===== src/rtl/signed_int_to_decimal_ascii_unit_defines.svh =====
// ----------------------------------------------------------------------------
// Assertion macros for the signed integer to decimal ASCII unit
// Shared concurrent assertion forms, clocked on i_clk.
// ----------------------------------------------------------------------------
`ifndef SIGNED_INT_TO_DECIMAL_ASCII_UNIT_DEFINES_SVH
`define SIGNED_INT_TO_DECIMAL_ASCII_UNIT_DEFINES_SVH

// Checked only while reset is released.
`define SITDA_ASSERT(lbl, prop, msg) \
    lbl: assert property (@(posedge i_clk) disable iff (!i_rst_n) prop) else $error(msg);

// Checked at every edge, reset included.
`define SITDA_ASSERT_ALWAYS(lbl, prop, msg) \
    lbl: assert property (@(posedge i_clk) prop) else $error(msg);

`endif


===== src/rtl/sitda_pkg.sv =====
// ----------------------------------------------------------------------------
// sitda_pkg
// Types and constants shared by the controller and datapath.
// ----------------------------------------------------------------------------
`default_nettype none

package sitda_pkg;

    localparam int unsigned ValueW     = 32;
    localparam int unsigned CharW      = 8;
    localparam int unsigned NumDigits  = 10;
    localparam int unsigned CntW       = 4;
    localparam int unsigned DigitW     = 4;
    localparam int unsigned RecipShift = 35;

    localparam logic [CharW-1:0]  ChZero  = 8'h30;
    localparam logic [CharW-1:0]  ChMinus = 8'h2D;
    localparam logic [ValueW-1:0] Recip   = 32'hCCCC_CCCD;

    typedef enum logic [2:0] {
        ST_IDLE,
        ST_MUL,
        ST_DIV,
        ST_SIGN,
        ST_EMIT
    } t_state;

    typedef struct packed {
        logic load;
        logic mul;
        logic div;
        logic pop;
        logic sel_sign;
    } t_dp_cmd;

    typedef struct packed {
        logic neg;
        logic div_done;
        logic last_digit;
    } t_dp_stat;

endpackage

`default_nettype wire


===== src/rtl/sitda_dp.sv =====
// ----------------------------------------------------------------------------
// sitda_dp
// Magnitude, divide-by-ten step, digit store and character output.
// ----------------------------------------------------------------------------
`default_nettype none

module sitda_dp (
    input  wire logic                          i_clk,
    input  wire logic                          i_rst_n,
    input  wire logic [sitda_pkg::ValueW-1:0]  i_value,
    input  sitda_pkg::t_dp_cmd                 i_cmd,
    output sitda_pkg::t_dp_stat                o_stat,
    output logic [sitda_pkg::CharW-1:0]        o_char,
    output logic                               o_last
);
    import sitda_pkg::*;

    localparam int unsigned QuotW = 2 * ValueW - RecipShift;

    logic                 r_neg;
    logic [ValueW-1:0]    r_mag;
    logic [2*ValueW-1:0]  r_prod;
    logic [DigitW-1:0]    r_digits [NumDigits];
    logic [CntW-1:0]      r_cnt;

    logic [2*ValueW-1:0]  prod_full;
    logic [ValueW-1:0]    quot;
    logic [ValueW-1:0]    quot_x10;
    logic [ValueW-1:0]    rem_full;
    logic [CntW-1:0]      rd_idx;
    logic [DigitW-1:0]    rd_digit;

    // Quotient by ten through the reciprocal; exact for every 32-bit value.
    assign prod_full = r_mag * Recip;
    assign quot      = ValueW'(r_prod[2*ValueW-1 -: QuotW]);
    assign quot_x10  = {quot[ValueW-4:0], 3'b000} + {quot[ValueW-2:0], 1'b0};
    assign rem_full  = r_mag - quot_x10;

    assign rd_idx   = r_cnt - 1'b1;
    assign rd_digit = (rd_idx < CntW'(NumDigits)) ? r_digits[rd_idx] : '0;

    always_ff @(posedge i_clk) begin
        if (i_cmd.load) begin
            r_neg <= i_value[ValueW-1];
            r_mag <= i_value[ValueW-1] ? (ValueW'(0) - i_value) : i_value;
        end else if (i_cmd.div) begin
            r_mag            <= quot;
            r_digits[r_cnt]  <= rem_full[DigitW-1:0];
        end
        if (i_cmd.mul) begin
            r_prod <= prod_full;
        end
    end

    always_ff @(posedge i_clk) begin
        if (!i_rst_n) begin
            r_cnt <= '0;
        end else if (i_cmd.load) begin
            r_cnt <= '0;
        end else if (i_cmd.div) begin
            r_cnt <= r_cnt + 1'b1;
        end else if (i_cmd.pop) begin
            r_cnt <= r_cnt - 1'b1;
        end
    end

    assign o_stat.neg        = r_neg;
    assign o_stat.div_done   = (quot == '0) || (r_cnt == CntW'(NumDigits - 1));
    assign o_stat.last_digit = (r_cnt == CntW'(1));

    assign o_char = i_cmd.sel_sign ? ChMinus : (ChZero + CharW'(rd_digit));
    assign o_last = !i_cmd.sel_sign && o_stat.last_digit;

endmodule

`default_nettype wire


===== src/rtl/sitda_ctrl.sv =====
// ----------------------------------------------------------------------------
// sitda_ctrl
// Sequencer for conversion and character output.
// ----------------------------------------------------------------------------
`default_nettype none

`include "signed_int_to_decimal_ascii_unit_defines.svh"

module sitda_ctrl (
    input  wire logic           i_clk,
    input  wire logic           i_rst_n,
    input  wire logic           i_in_valid,
    output logic                o_in_ready,
    output logic                o_out_valid,
    input  wire logic           i_out_ready,
    input  sitda_pkg::t_dp_stat i_stat,
    output sitda_pkg::t_dp_cmd  o_cmd
);
    import sitda_pkg::*;

    t_state r_state;
    t_state n_state;

    always_ff @(posedge i_clk) begin
        if (!i_rst_n) begin
            r_state <= ST_IDLE;
        end else begin
            r_state <= n_state;
        end
    end

    always_comb begin
        n_state     = r_state;
        o_cmd       = '0;
        o_in_ready  = 1'b0;
        o_out_valid = 1'b0;
        unique case (r_state)
            ST_IDLE: begin
                o_in_ready = 1'b1;
                if (i_in_valid) begin
                    o_cmd.load = 1'b1;
                    n_state    = ST_MUL;
                end
            end
            ST_MUL: begin
                o_cmd.mul = 1'b1;
                n_state   = ST_DIV;
            end
            ST_DIV: begin
                o_cmd.div = 1'b1;
                if (!i_stat.div_done) begin
                    n_state = ST_MUL;
                end else if (i_stat.neg) begin
                    n_state = ST_SIGN;
                end else begin
                    n_state = ST_EMIT;
                end
            end
            ST_SIGN: begin
                o_out_valid    = 1'b1;
                o_cmd.sel_sign = 1'b1;
                if (i_out_ready) begin
                    n_state = ST_EMIT;
                end
            end
            ST_EMIT: begin
                o_out_valid = 1'b1;
                if (i_out_ready) begin
                    o_cmd.pop = 1'b1;
                    if (i_stat.last_digit) begin
                        n_state = ST_IDLE;
                    end
                end
            end
            default: begin
                n_state = ST_IDLE;
            end
        endcase
    end

    `SITDA_ASSERT(a_no_overlap, o_in_ready |-> !o_out_valid, "input taken during output")
    `SITDA_ASSERT(a_accept_starts, (i_in_valid && o_in_ready) |=> (r_state == ST_MUL),
        "accepted value did not start conversion")
    `SITDA_ASSERT(a_last_ends, (r_state == ST_EMIT && i_out_ready && i_stat.last_digit)
        |=> o_in_ready, "final character did not return to idle")
    `SITDA_ASSERT(a_div_follows_mul, (r_state == ST_MUL) |=> (r_state == ST_DIV),
        "product not followed by divide step")

endmodule

`default_nettype wire


===== src/rtl/signed_int_to_decimal_ascii_unit.sv =====
// ----------------------------------------------------------------------------
// signed_int_to_decimal_ascii_unit
// Converts a signed 32-bit integer into its decimal ASCII text, one
// character per output beat, most significant first.
// ----------------------------------------------------------------------------
// Sequence: each decimal digit takes a multiply step, which registers the
// product, and then a divide step, which updates the magnitude and stores
// the digit. The first character is offered once the final divide step is
// done. A new value is accepted only in idle, once the final character has
// been taken; the longest conversion is for -2147483648.
// Reset: synchronous active-low; returns the sequencer to idle.
`default_nettype none

module signed_int_to_decimal_ascii_unit (
    input  wire logic                          i_clk,
    input  wire logic                          i_rst_n,
    input  wire logic                          i_s_axis_tvalid,
    output logic                               o_s_axis_tready,
    input  wire logic [sitda_pkg::ValueW-1:0]  i_s_axis_tdata,  // [31:0] value
    output logic                               o_m_axis_tvalid,
    input  wire logic                          i_m_axis_tready,
    output logic [sitda_pkg::CharW-1:0]        o_m_axis_tdata,  // [7:0] char_code
    output logic                               o_m_axis_tlast   // is_last
);
    import sitda_pkg::*;

    // The controller steps through load, the per-digit multiply and divide
    // pair, an optional minus sign and then the digit characters in reverse
    // order of extraction. The datapath holds the magnitude and digits; the
    // two talk only through the command and status structs.
    t_dp_cmd  dp_cmd;
    t_dp_stat dp_stat;

    sitda_ctrl u_ctrl (
        .i_clk       (i_clk),
        .i_rst_n     (i_rst_n),
        .i_in_valid  (i_s_axis_tvalid),
        .o_in_ready  (o_s_axis_tready),
        .o_out_valid (o_m_axis_tvalid),
        .i_out_ready (i_m_axis_tready),
        .i_stat      (dp_stat),
        .o_cmd       (dp_cmd)
    );

    // All output characters come straight from registered state: the sign
    // state of the controller and the digit store, selected by the remaining digit count.
    sitda_dp u_dp (
        .i_clk   (i_clk),
        .i_rst_n (i_rst_n),
        .i_value (i_s_axis_tdata),
        .i_cmd   (dp_cmd),
        .o_stat  (dp_stat),
        .o_char  (o_m_axis_tdata),
        .o_last  (o_m_axis_tlast)
    );

endmodule

`default_nettype wire

===== config.mk =====
export PLATFORM = sky130hd
export DESIGN_NAME = signed_int_to_decimal_ascii_unit
export DESIGN_NICKNAME = d
export VERILOG_FILES = /design/src/rtl/sitda_pkg.sv /design/src/rtl/sitda_dp.sv /design/src/rtl/sitda_ctrl.sv /design/src/rtl/signed_int_to_decimal_ascii_unit.sv
export VERILOG_INCLUDE_DIRS = /design/src /design/src/rtl
export SDC_FILE = /design/constraint.sdc
export NUM_CORES = 1
export LEC_CHECK = 0
export ABC_CLOCK_PERIOD_IN_PS = 9200
export BUFFER_PORTS_ARGS = -buffer_cell sky130_fd_sc_hd__buf_2
export CAP_MARGIN = 20
export CORE_MARGIN = 2
export CORE_UTILIZATION = 50
export CTS_CLUSTER_DIAMETER = 80
export DETAILED_ROUTE_END_ITERATION = 7
export PLACE_DENSITY = 0.73
export SKIP_LAST_GASP = 1
export SLEW_MARGIN = 20
export SYNTH_ARGS = -nofsm -noshare
export SYNTH_HDL_FRONTEND = slang
export SYNTH_SLANG_ARGS = --single-unit

===== constraint.sdc =====
create_clock -name i_clk -period 9.2 [get_ports i_clk]
set_clock_uncertainty 0.05 [all_clocks]
set_input_delay 0.92 -clock i_clk [delete_from_list [all_inputs] [get_ports i_clk]]
set_output_delay 0.92 -clock i_clk [all_outputs]
set_load 0.05 [all_outputs]

# Yosys cells after proc, flatten, opt, wreduce, memory -nomap -nowiden
# Memories as Yosys holds them, arrays and structs flattened.
# Cells that the tools add are included.
# classes
addsub,6
mul,1
order_cmp,1
n_eq_ne,10
n_mux,26
bitwise,1
reduce_logical,10
# ops
op,count
$mux 32,3
$mul 32x32->64 const B,1
$logic_not 32->1,1
$sub 1x32->32 const A,1
$mux 3,6
$pmux 3 s5,1
$mux 1,12
$mux 4,3
$mux 8,1
$add 6x4->7 const A,1
$eq 3x2->1 const B,2
$ne 2x2->1 const B,3
$add 4x1->4 const B,1
$add 4x4->4,1
$eq 4x1->1 const B,1
$eq 4x4->1 const B,1
$lt 4x4->1 const B,1
$reduce_and 4->1,1
$reduce_bool 2->1,2
$reduce_or 2->1,2
$sub 4x1->4 const B,1
$sub 4x4->4,1
$eq 3x1->1 const B,1
$eq 3x3->1 const B,1
other kinds (6),6
# totals
reg_bits,104
mem_bits_rw,40
out_inout_bits,11
word_cells,61
mem_count,1
# memory_table
name,words,word_bits,read_ports,rd_ports_with_merged_regs,write_ports,line_no,source
u_dp.r_digits,10,4,1,0,1,sitda_dp.sv:23,logic [DigitW-1:0] r_digits [NumDigits];

# Longest topological paths before layout
# Gate-level depths: netlist of the first run.
# logic_depth
depth_word,5
mapped_depth,25
depth_no_buf,25

# Cells and area by module
# A second synthesis of the first run with hierarchy kept.
# hier_totals
hier_cells,2124
hier_area_um2,22227.6
# by_module_without_submodules
module,n_inst,cells_per_inst,area_each_um2,seq_area_each_um2
sitda_dp,1,2096,21993.6,3143.0
sitda_ctrl,1,28,234.0,60.1

# Least setup slack after synthesis of the first run
# No wires, ideal clock.
# synth_timing
path_type,register to register
startpoint,register u_dp.r_mag[18]
endpoint,"register u_dp.r_prod[59], data pin"
arrival_ps,6538
required_ps,8991
slack_ps,2453
stages_incl_launch_ff,25
period_less_slack_ps,6747
cell_sequence,edfxtp_1 -> ha_1 -> inv_1 -> fa_1 -> inv_1 -> fa_1 -> inv_1 -> fa_1 -> inv_1 -> fa_1 -> fa_1 -> fa_1 -> inv_1 -> fa_1 -> inv_1 -> ha_1 -> nand4_1 -> o211ai_1 -> a31o_2 -> or3b_2 -> a21oi_1 -> nand2_1 -> o21ai_0 -> nand3_1 -> a22oi_1
# synth_between
elab_chain_cells,1
# synth_rtl
item,line_no,source
start: declaration,sitda_dp.sv:21,logic [ValueW-1:0] r_mag;
start signal: assignment,sitda_dp.sv:45,r_mag <= i_value[ValueW-1] ? (ValueW'(0) - i_value) : i_value;
start signal: assignment,sitda_dp.sv:47,r_mag <= quot;
$mul 32x32->64,sitda_dp.sv:34,assign prod_full = r_mag * Recip;
via u_dp.prod_full[59],sitda_dp.sv:26,logic [2*ValueW-1:0] prod_full;
end signal: assignment,sitda_dp.sv:51,r_prod <= prod_full;
end: declaration,sitda_dp.sv:22,logic [2*ValueW-1:0] r_prod;
# The timed path passes the listed nets, and every way through them passes these cells.
# A chain may end at the register's enable or synchronous reset.

# Worst setup path in the final report of the first run
# layout_timing
startpoint,register u_dp.r_mag[19]
endpoint,"register u_dp.r_prod[60], data pin"
# Same word-level chain as after synthesis.

==> results of run 1 <==
-- how the worst min path moves through the flow --
stage | from | to | slack [ns] | depth (start not counted)
2_1_floorplan | u_dp.r_neg$_DFFE_PP_ | u_ctrl.r_state[1]$_SDFFE_PN0P_ | 0.47 | 2
3_3_place_gp | u_dp.r_prod[39]$_DFFE_PP_ | u_dp.r_mag[4]$_DFFE_PP_ | 0.50 | 2
3_5_place_dp | u_dp.r_prod[42]$_DFFE_PP_ | u_dp.r_mag[7]$_DFFE_PP_ | 0.50 | 2
4_1_cts | u_dp.r_prod[54]$_DFFE_PP_ | u_dp.r_mag[19]$_DFFE_PP_ | 0.54 | 2
5_1_grt | u_dp.r_prod[48]$_DFFE_PP_ | u_dp.r_mag[13]$_DFFE_PP_ | 0.56 | 2
6_report | u_dp.r_cnt[1]$_SDFFE_PP0P_ | u_dp.r_cnt[1]$_SDFFE_PP0P_ | 0.53 | 2
-- layout by cell type, fill, tap and decap left out, types with 17 or more instances in the layout --
cell      instances
nand2_1         100
o21ai_0          72
xor2_1           66
buf_2            43
nor3_1           17
edfxtp_1        102
fa_1            386
a21o_1           47
inv_1           541
and2_1           20
xnor2_1          49
ha_1            356
nor2_1           38
a21oi_1          72
-- layout make-up --
class	instances	area [um^2]	area share (%)
multi-input combinational	1417	16600	71.7
sequential	109	3200	13.9
inverter	541	2030	8.79
tap	585	732	3.17
timing repair buffer	46	238	1.03
clock buffer	9	225	0.975
clock inverter	7	104	0.450
antenna	1	2.50	0.0108
-- worst max-delay path, stage by stage (launching register included) --
cell	delay (ns)
edfxtp_1	0.63
ha_1	0.63
inv_1	0.16
fa_1	0.52
inv_1	0.06
fa_1	0.54
inv_1	0.07
fa_1	0.51
inv_1	0.06
fa_1	0.57
fa_1	0.43
fa_1	0.53
fa_1	0.43
ha_1	0.39
nand4_1	0.23
nor3_1	0.51
nand2_1	0.10
a21oi_1	0.25
nor2b_1	0.18
a21oi_1	0.18
o31ai_1	0.43
a21oi_1	0.14
xnor2_1	0.14
-- synthesized netlist by cell type (4+ instances only) --
cell,instances,area [um^2]
inv_1,541,2030
fa_1,386,7730
ha_1,356,4450
edfxtp_1,102,3060
nand2_1,101,379
a21oi_1,72,360
o21ai_0,72,360
xor2_1,66,578
xnor2_1,49,429
a21o_1,47,353
nor2_1,38,143
clkbuf_1,35,131
and2_1,20,125
nor3_1,17,85.1
nand4_1,16,100
nand3_1,13,65.1
nor2b_1,13,81.3
a31oi_1,10,62.6
and3_1,9,56.3
mux2i_1,8,80.1
mux4_2,8,180
nor4_1,8,50.1
a211oi_1,7,52.6
dfxtp_1,7,140
o21a_1,7,52.6
o211ai_1,6,45.0
o31ai_1,6,45.0
nand2b_1,5,31.3
o21bai_1,5,37.5
o221ai_1,5,43.8
a22oi_1,4,30.0
o21ai_1,4,20.0
or3_1,4,25.0
-- cell families after synthesis --
| family | share of synthesized area (%) |
|---|---|
| other | 0.0342 |
| multiplexers | 1.24 |
| adder cells (fa/ha/maj) | 55.5 |
| flip-flops | 14.6 |
| buffers and inverters | 10.0 |
| XOR/XNOR | 4.59 |
| AO/OA/AOI/OAI | 8.02 |
| AND/OR/NAND/NOR | 6.01 |
-- flip-flops by register name (all words and copies together), names as in the netlist --
signal / cells
u_dp.r_digits: 40
u_dp.r_mag: 32
u_dp.r_prod: 29
u_dp.r_cnt: 4
u_ctrl.r_state: 3
u_dp.r_neg: 1
-- per-layer routing --
metal / track usage (%) / up-vias / share of wire, %
met4: 8.98 / 0 / 3.4
met5: 0 / - / 0
met1: 40.1 / 7709 / 41
li1: - / 6783 / -
met2: 47.7 / 659 / 47
met3: 4.94 / 118 / 8.5
-- stage by stage --
| step | area (um^2) | std cells | utilization, % | setup WS [ns] | hold WS (ns) |
|---|---|---|---|---|---|
| final | 23100 | 2715 | 53.5 | 1.22 | 0.534 |
| after detailed placement | 22800 | 2698 | 52.7 | 1.33 | 0.497 |
| after global placement | 22800 | 2698 | 52.7 | 1.25 | 0.502 |
| after global routing | 23100 | 2714 | 53.5 | 0.791 | 0.562 |
| after CTS | 23100 | 2714 | 53.5 | 1.27 | 0.538 |
| after floorplan | 22000 | 2107 | - | 2.45 | 0.469 |
==> impl_metrics.csv, run 1 <==
group,metric,value,unit
setup_path,cp.arrival,8.05,ns
grt,antenna_found_initial,1,
finish,drive_gt1_share,4.09,%
clock_network,clock_latency,0.38,ns
grt,grt_pass1_wl,97800,um
synthesis,async_reset_ff_share,0,%
setup_path,r2r_start,"u_dp.r_mag[19]$_DFFE_PP_",
sta,relSlewSlack,23.2,%
synthesis,avgSynthCellArea,10.4,um^2
floorplanning,die_area,45600,um^2
sta,rsz0062_at_grt,"no",
clock_network,cts_resized,0,
route,drtIter0Drc,1257,
placed_design,port_buffers,43,
grt,grt_max_degree,64,
synthesis,synth_seq_cells,109,
grt,grt-ovfl-total,0,
sta,post-route-period-util,86.8,%
floorplanning,boundaryPins,47,
clock_network,cts-root-buf,"clkbuf_16",
floorplanning,die_height,214,um
clock_network,cts-buffers-inserted,9,
finish,fin_nets,2902,
finish,area_growth,5.19,%
floorplanning,rows,76,
sta,fin_crit,7.98,ns
sta,fmax,125,MHz
synthesis,ys_seq_area_share,14.6,%
synthesis,synth-edff-count,102,
floorplanning,die_x,214,um
route,num_vias,15300,
sta,hold_violations,0,
synthesis,synth_ff_type,"edfxtp_1",
setup_path,reg2reg_to,"u_dp.r_prod[60]$_DFFE_PP_",
route,drc,0,
setup_path,critPathLaunchType,"flop",
synthesis,yosysWarnings,0,
clock_network,htreeDepth,3,
setup_path,end_kind,"flop",
placed_design,gp_congestion,0.996,
synthesis,syn_area,22000,um^2
sta,finalSetupViolCount,0,
clock_network,cts_buffer_depth,2,
floorplanning,core_area,43200,um^2
placed_design,dpl.hpwl,55300,um
sta,slew_violations,0,
floorplanning,floorplan.initialDensity,50.9,%
synthesis,syn_inst,2106,
setup_path,required,9.27,ns
synthesis,ys_types,74,
finish,nFillCells,3846,
setup_path,crit_fanout,6,
sta,worst_pin_slew,1.14,ns
setup_path,r2r_cells,22,
setup_path,setup.worst_path.end,"u_dp.r_prod[60]$_DFFE_PP_",
route,routed_wl,62900,um
sta,setup_tns,0,ns
setup_path,path_class,"flop to flop",
clock_network,post_cts_buffers,0,
clock_network,cts_tree,"yes",
route,ant_nets,0,
route,viasPerCell,5.62,
setup_path,r2r_slack,1.22,ns
clock_network,ctsHoldBuffers,0,
job,drv_cap,0,
setup_path,crit_start,"u_dp.r_mag[19]$_DFFE_PP_",
grt,grt_pass1_vias,16500,
grt,grtUsageTotal,29.2,%
clock_network,path_clk_slew,0.10,ns
clock_network,cts_num_sinks,109,
outcome,status,"finished clean",
route,drtPass1Iterations,8,
route,wl_per_cell,23.2,um
hold_path,worstHoldPathType,"flop to flop",
Power of run 1 is left out: the tool's default activity adds up to more than one toggle a clock period on the data nets, which glitch-free logic cannot reach.
==> run 2: changes to the inputs <==
--- a/config.mk
+++ b/config.mk
@@ -11,6 +11,7 @@
 export CAP_MARGIN = 20
 export CORE_MARGIN = 2
 export CORE_UTILIZATION = 50
+export CTS_BUF_LIST = sky130_fd_sc_hd__clkbuf_8
 export CTS_CLUSTER_DIAMETER = 80
 export DETAILED_ROUTE_END_ITERATION = 7
 export PLACE_DENSITY = 0.73
==> run 2 against run 1 <==
  * Non-clock buffer count unchanged
  * Final area fell by 0.45%
  * Sequential cell count is the same
  * Cell count about the same
  * Highest routed layer unchanged
  * Wire length hardly changed
  * Maximum frequency decreased by 0.36%
  * Critical path depth did not move
  * Critical endpoint unchanged
  * Clock-buffer cell count stayed put
  * Hold slack got worse by 0.0022 ns
  * First-iteration DRC count rose by 1.9%
==> impl_metrics.csv, run 2 (same netlist as run 1, synthesis figures left out) <==
group,metric,value,unit
route,drc,0,
setup_path,crit_family,"adder cells",
setup_path,required,9.33,ns
route,viasPerCell,5.62,
floorplanning,die_height,214,um
hold_path,min_to,"u_dp.r_mag[7]$_DFFE_PP_",
sta,setup_tns,0,ns
grt,antenna_found_initial,1,
finish,nFillCells,3864,
floorplanning,floorplan.initialDensity,50.9,%
clock_network,post_cts_buffers,0,
setup_path,cp_num_buf_inv,4,
clock_network,ctsHoldBuffers,0,
setup_path,critPathLaunchType,"flop",
setup_path,crit_fanout,6,
clock_network,path_clk_slew,0.14,ns
clock_network,cts_num_sinks,109,
hold_path,worstHoldPathType,"flop to flop",
floorplanning,core_area,43200,um^2
route,drtIter0Drc,1281,
finish,top_regs,"u_dp.r_digits: 40 flops, u_dp.r_mag: 32 flops, u_dp.r_prod: 29 flops",
job,drv_cap,0,
placed_design,port_buffers,43,
placed_design,gp_congestion,0.996,
clock_network,cts-buffers-inserted,9,
floorplanning,rows,76,
hold_path,hp-start,"u_dp.r_prod[42]$_DFFE_PP_",
finish,layout_common_cells,"541 x inv_1, 386 x fa_1, 356 x ha_1",
route,routed_wl,62800,um
route,drtPass1Iterations,5,
sta,finalSetupViolCount,0,
floorplanning,die_x,214,um
sta,rsz0062_at_grt,"no",
setup_path,r2r_start,"u_dp.r_mag[19]$_DFFE_PP_",
clock_network,clock_latency,0.43,ns
placed_design,dpl.hpwl,55300,um
finish,multi_input_area,16600,um^2
finish,area_growth,4.71,%
finish,regMostFlops,"u_dp.r_digits",
setup_path,slowest_delay,0.65,ns
finish,drive_gt1_share,4.09,%
setup_path,reg2reg_to,"u_dp.r_prod[60]$_DFFE_PP_",
sta,fin_crit,8.01,ns
clock_network,cts-root-buf,"clkbuf_8",
finish,regArea,3200,um^2
setup_path,path_class,"flop to flop",
sta,slew_violations,0,
grt,grtUsageTotal,29.2,%
sta,post-route-period-util,87.1,%
floorplanning,boundaryPins,47,
setup_path,crit_top_cell,"fa_1",
grt,grt_pass1_wl,97500,um
clock_network,htreeDepth,3,
setup_path,r2r_cells,22,
floorplanning,die_area,45600,um^2
clock_network,cts_tree,"yes",
setup_path,cp.arrival,8.14,ns
clock_network,cts_resized,0,
finish,fin_nets,2902,
setup_path,cp_cell_sequence,"ha_1 -> inv_1 -> fa_1 -> inv_1 -> fa_1 -> inv_1 -> fa_1 -> inv_1 -> fa_1 -> fa_1 -> fa_1 -> fa_1 -> ha_1 -> nand4_1 -> nor3_1 -> nand2_1 -> a21oi_1 -> nor2b_1 -> a21oi_1 -> o31ai_1 -> a21oi_1 -> xnor2_1",
setup_path,r2r_slack,1.19,ns
grt,grt_max_degree,64,
grt,grt_pass1_vias,16400,
sta,relSlewSlack,32.3,%
finish,num_antenna_cells,0,
route,ant_nets,0,
route,wl_per_cell,23.2,um
outcome,status,"finished clean",
sta,worst_pin_slew,1.01,ns
clock_network,cts_buffer_depth,2,
setup_path,end_kind,"flop",
finish,largest_reg_flops,40,
grt,grt-ovfl-total,0,
sta,hold_violations,0,
finish,layout_commonest_cell,"inv_1",
hold_path,holdPathStages,2,
route,num_vias,15200,
setup_path,slowest_stage,"edfxtp_1",
sta,fmax,125,MHz
-- run 2: changes by cell type in the layout (fill, tap and decap cells not counted) --
| cell | before | now |
|---|---|---|
| clkbuf_16 | 9 | 0 |
| clkbuf_8 | 0 | 9 |
| diode_2 | 1 | 0 |
-- run 2: cell type report --
class	count	area share, %
Timing Repair Buffer	46	1.03
Tap cell	585	3.18
Inverter	541	8.83
Clock inverter	7	0.452
Clock buffer	9	0.539
Sequential cell	109	13.9
Multi-Input combinational cell	1417	72.0
-- run 2: stage by stage --
stage | hold slack [ns] | std cells | util, % | setup WS, ns | instance area [um^2]
final | 0.532 | 2714 | 53.2 | 1.19 | 23000
after global routing | 0.572 | 2714 | 53.2 | 0.786 | 23000
after CTS | 0.531 | 2714 | 53.2 | 1.27 | 23000
after detailed placement | 0.497 | 2698 | 52.7 | 1.33 | 22800
after global placement | 0.502 | 2698 | 52.7 | 1.25 | 22800
after floorplan | 0.469 | 2107 | - | 2.45 | 22000
-- run 2: tightest hold or removal path, delay by kind of cell (launching register included) --
| family | cells | cell delay [ns] |
|---|---|---|
| flip-flops | 1 | 0.37 |
| AO/OA/AOI/OAI | 1 | 0.06 |
| AND/OR/NAND/NOR | 1 | 0.05 |
-- run 2: how the worst max path moves through the flow --
stage	from	endpoint	cells after the start
final	u_dp.r_mag[19]$_DFFE_PP_	u_dp.r_prod[60]$_DFFE_PP_	22
after CTS	u_dp.r_mag[19]$_DFFE_PP_	u_dp.r_prod[58]$_DFFE_PP_	24
after detailed placement	u_dp.r_mag[19]$_DFFE_PP_	u_dp.r_prod[58]$_DFFE_PP_	24
after floorplan	u_dp.r_mag[18]$_DFFE_PP_	u_dp.r_prod[59]$_DFFE_PP_	24
after global routing	u_dp.r_mag[19]$_DFFE_PP_	u_dp.r_prod[58]$_DFFE_PP_	24
after global placement	u_dp.r_mag[19]$_DFFE_PP_	u_dp.r_prod[58]$_DFFE_PP_	24
-- run 2: layer usage --
metal	vias up	routed length (um)	track usage, %
li1	6773	-	-
met3	119	4990	4.66
met2	645	29500	47.6
met4	0	2170	8.96
met1	7707	26200	40.4
met5	-	0	0
Power of run 2 is left out for the same reason.
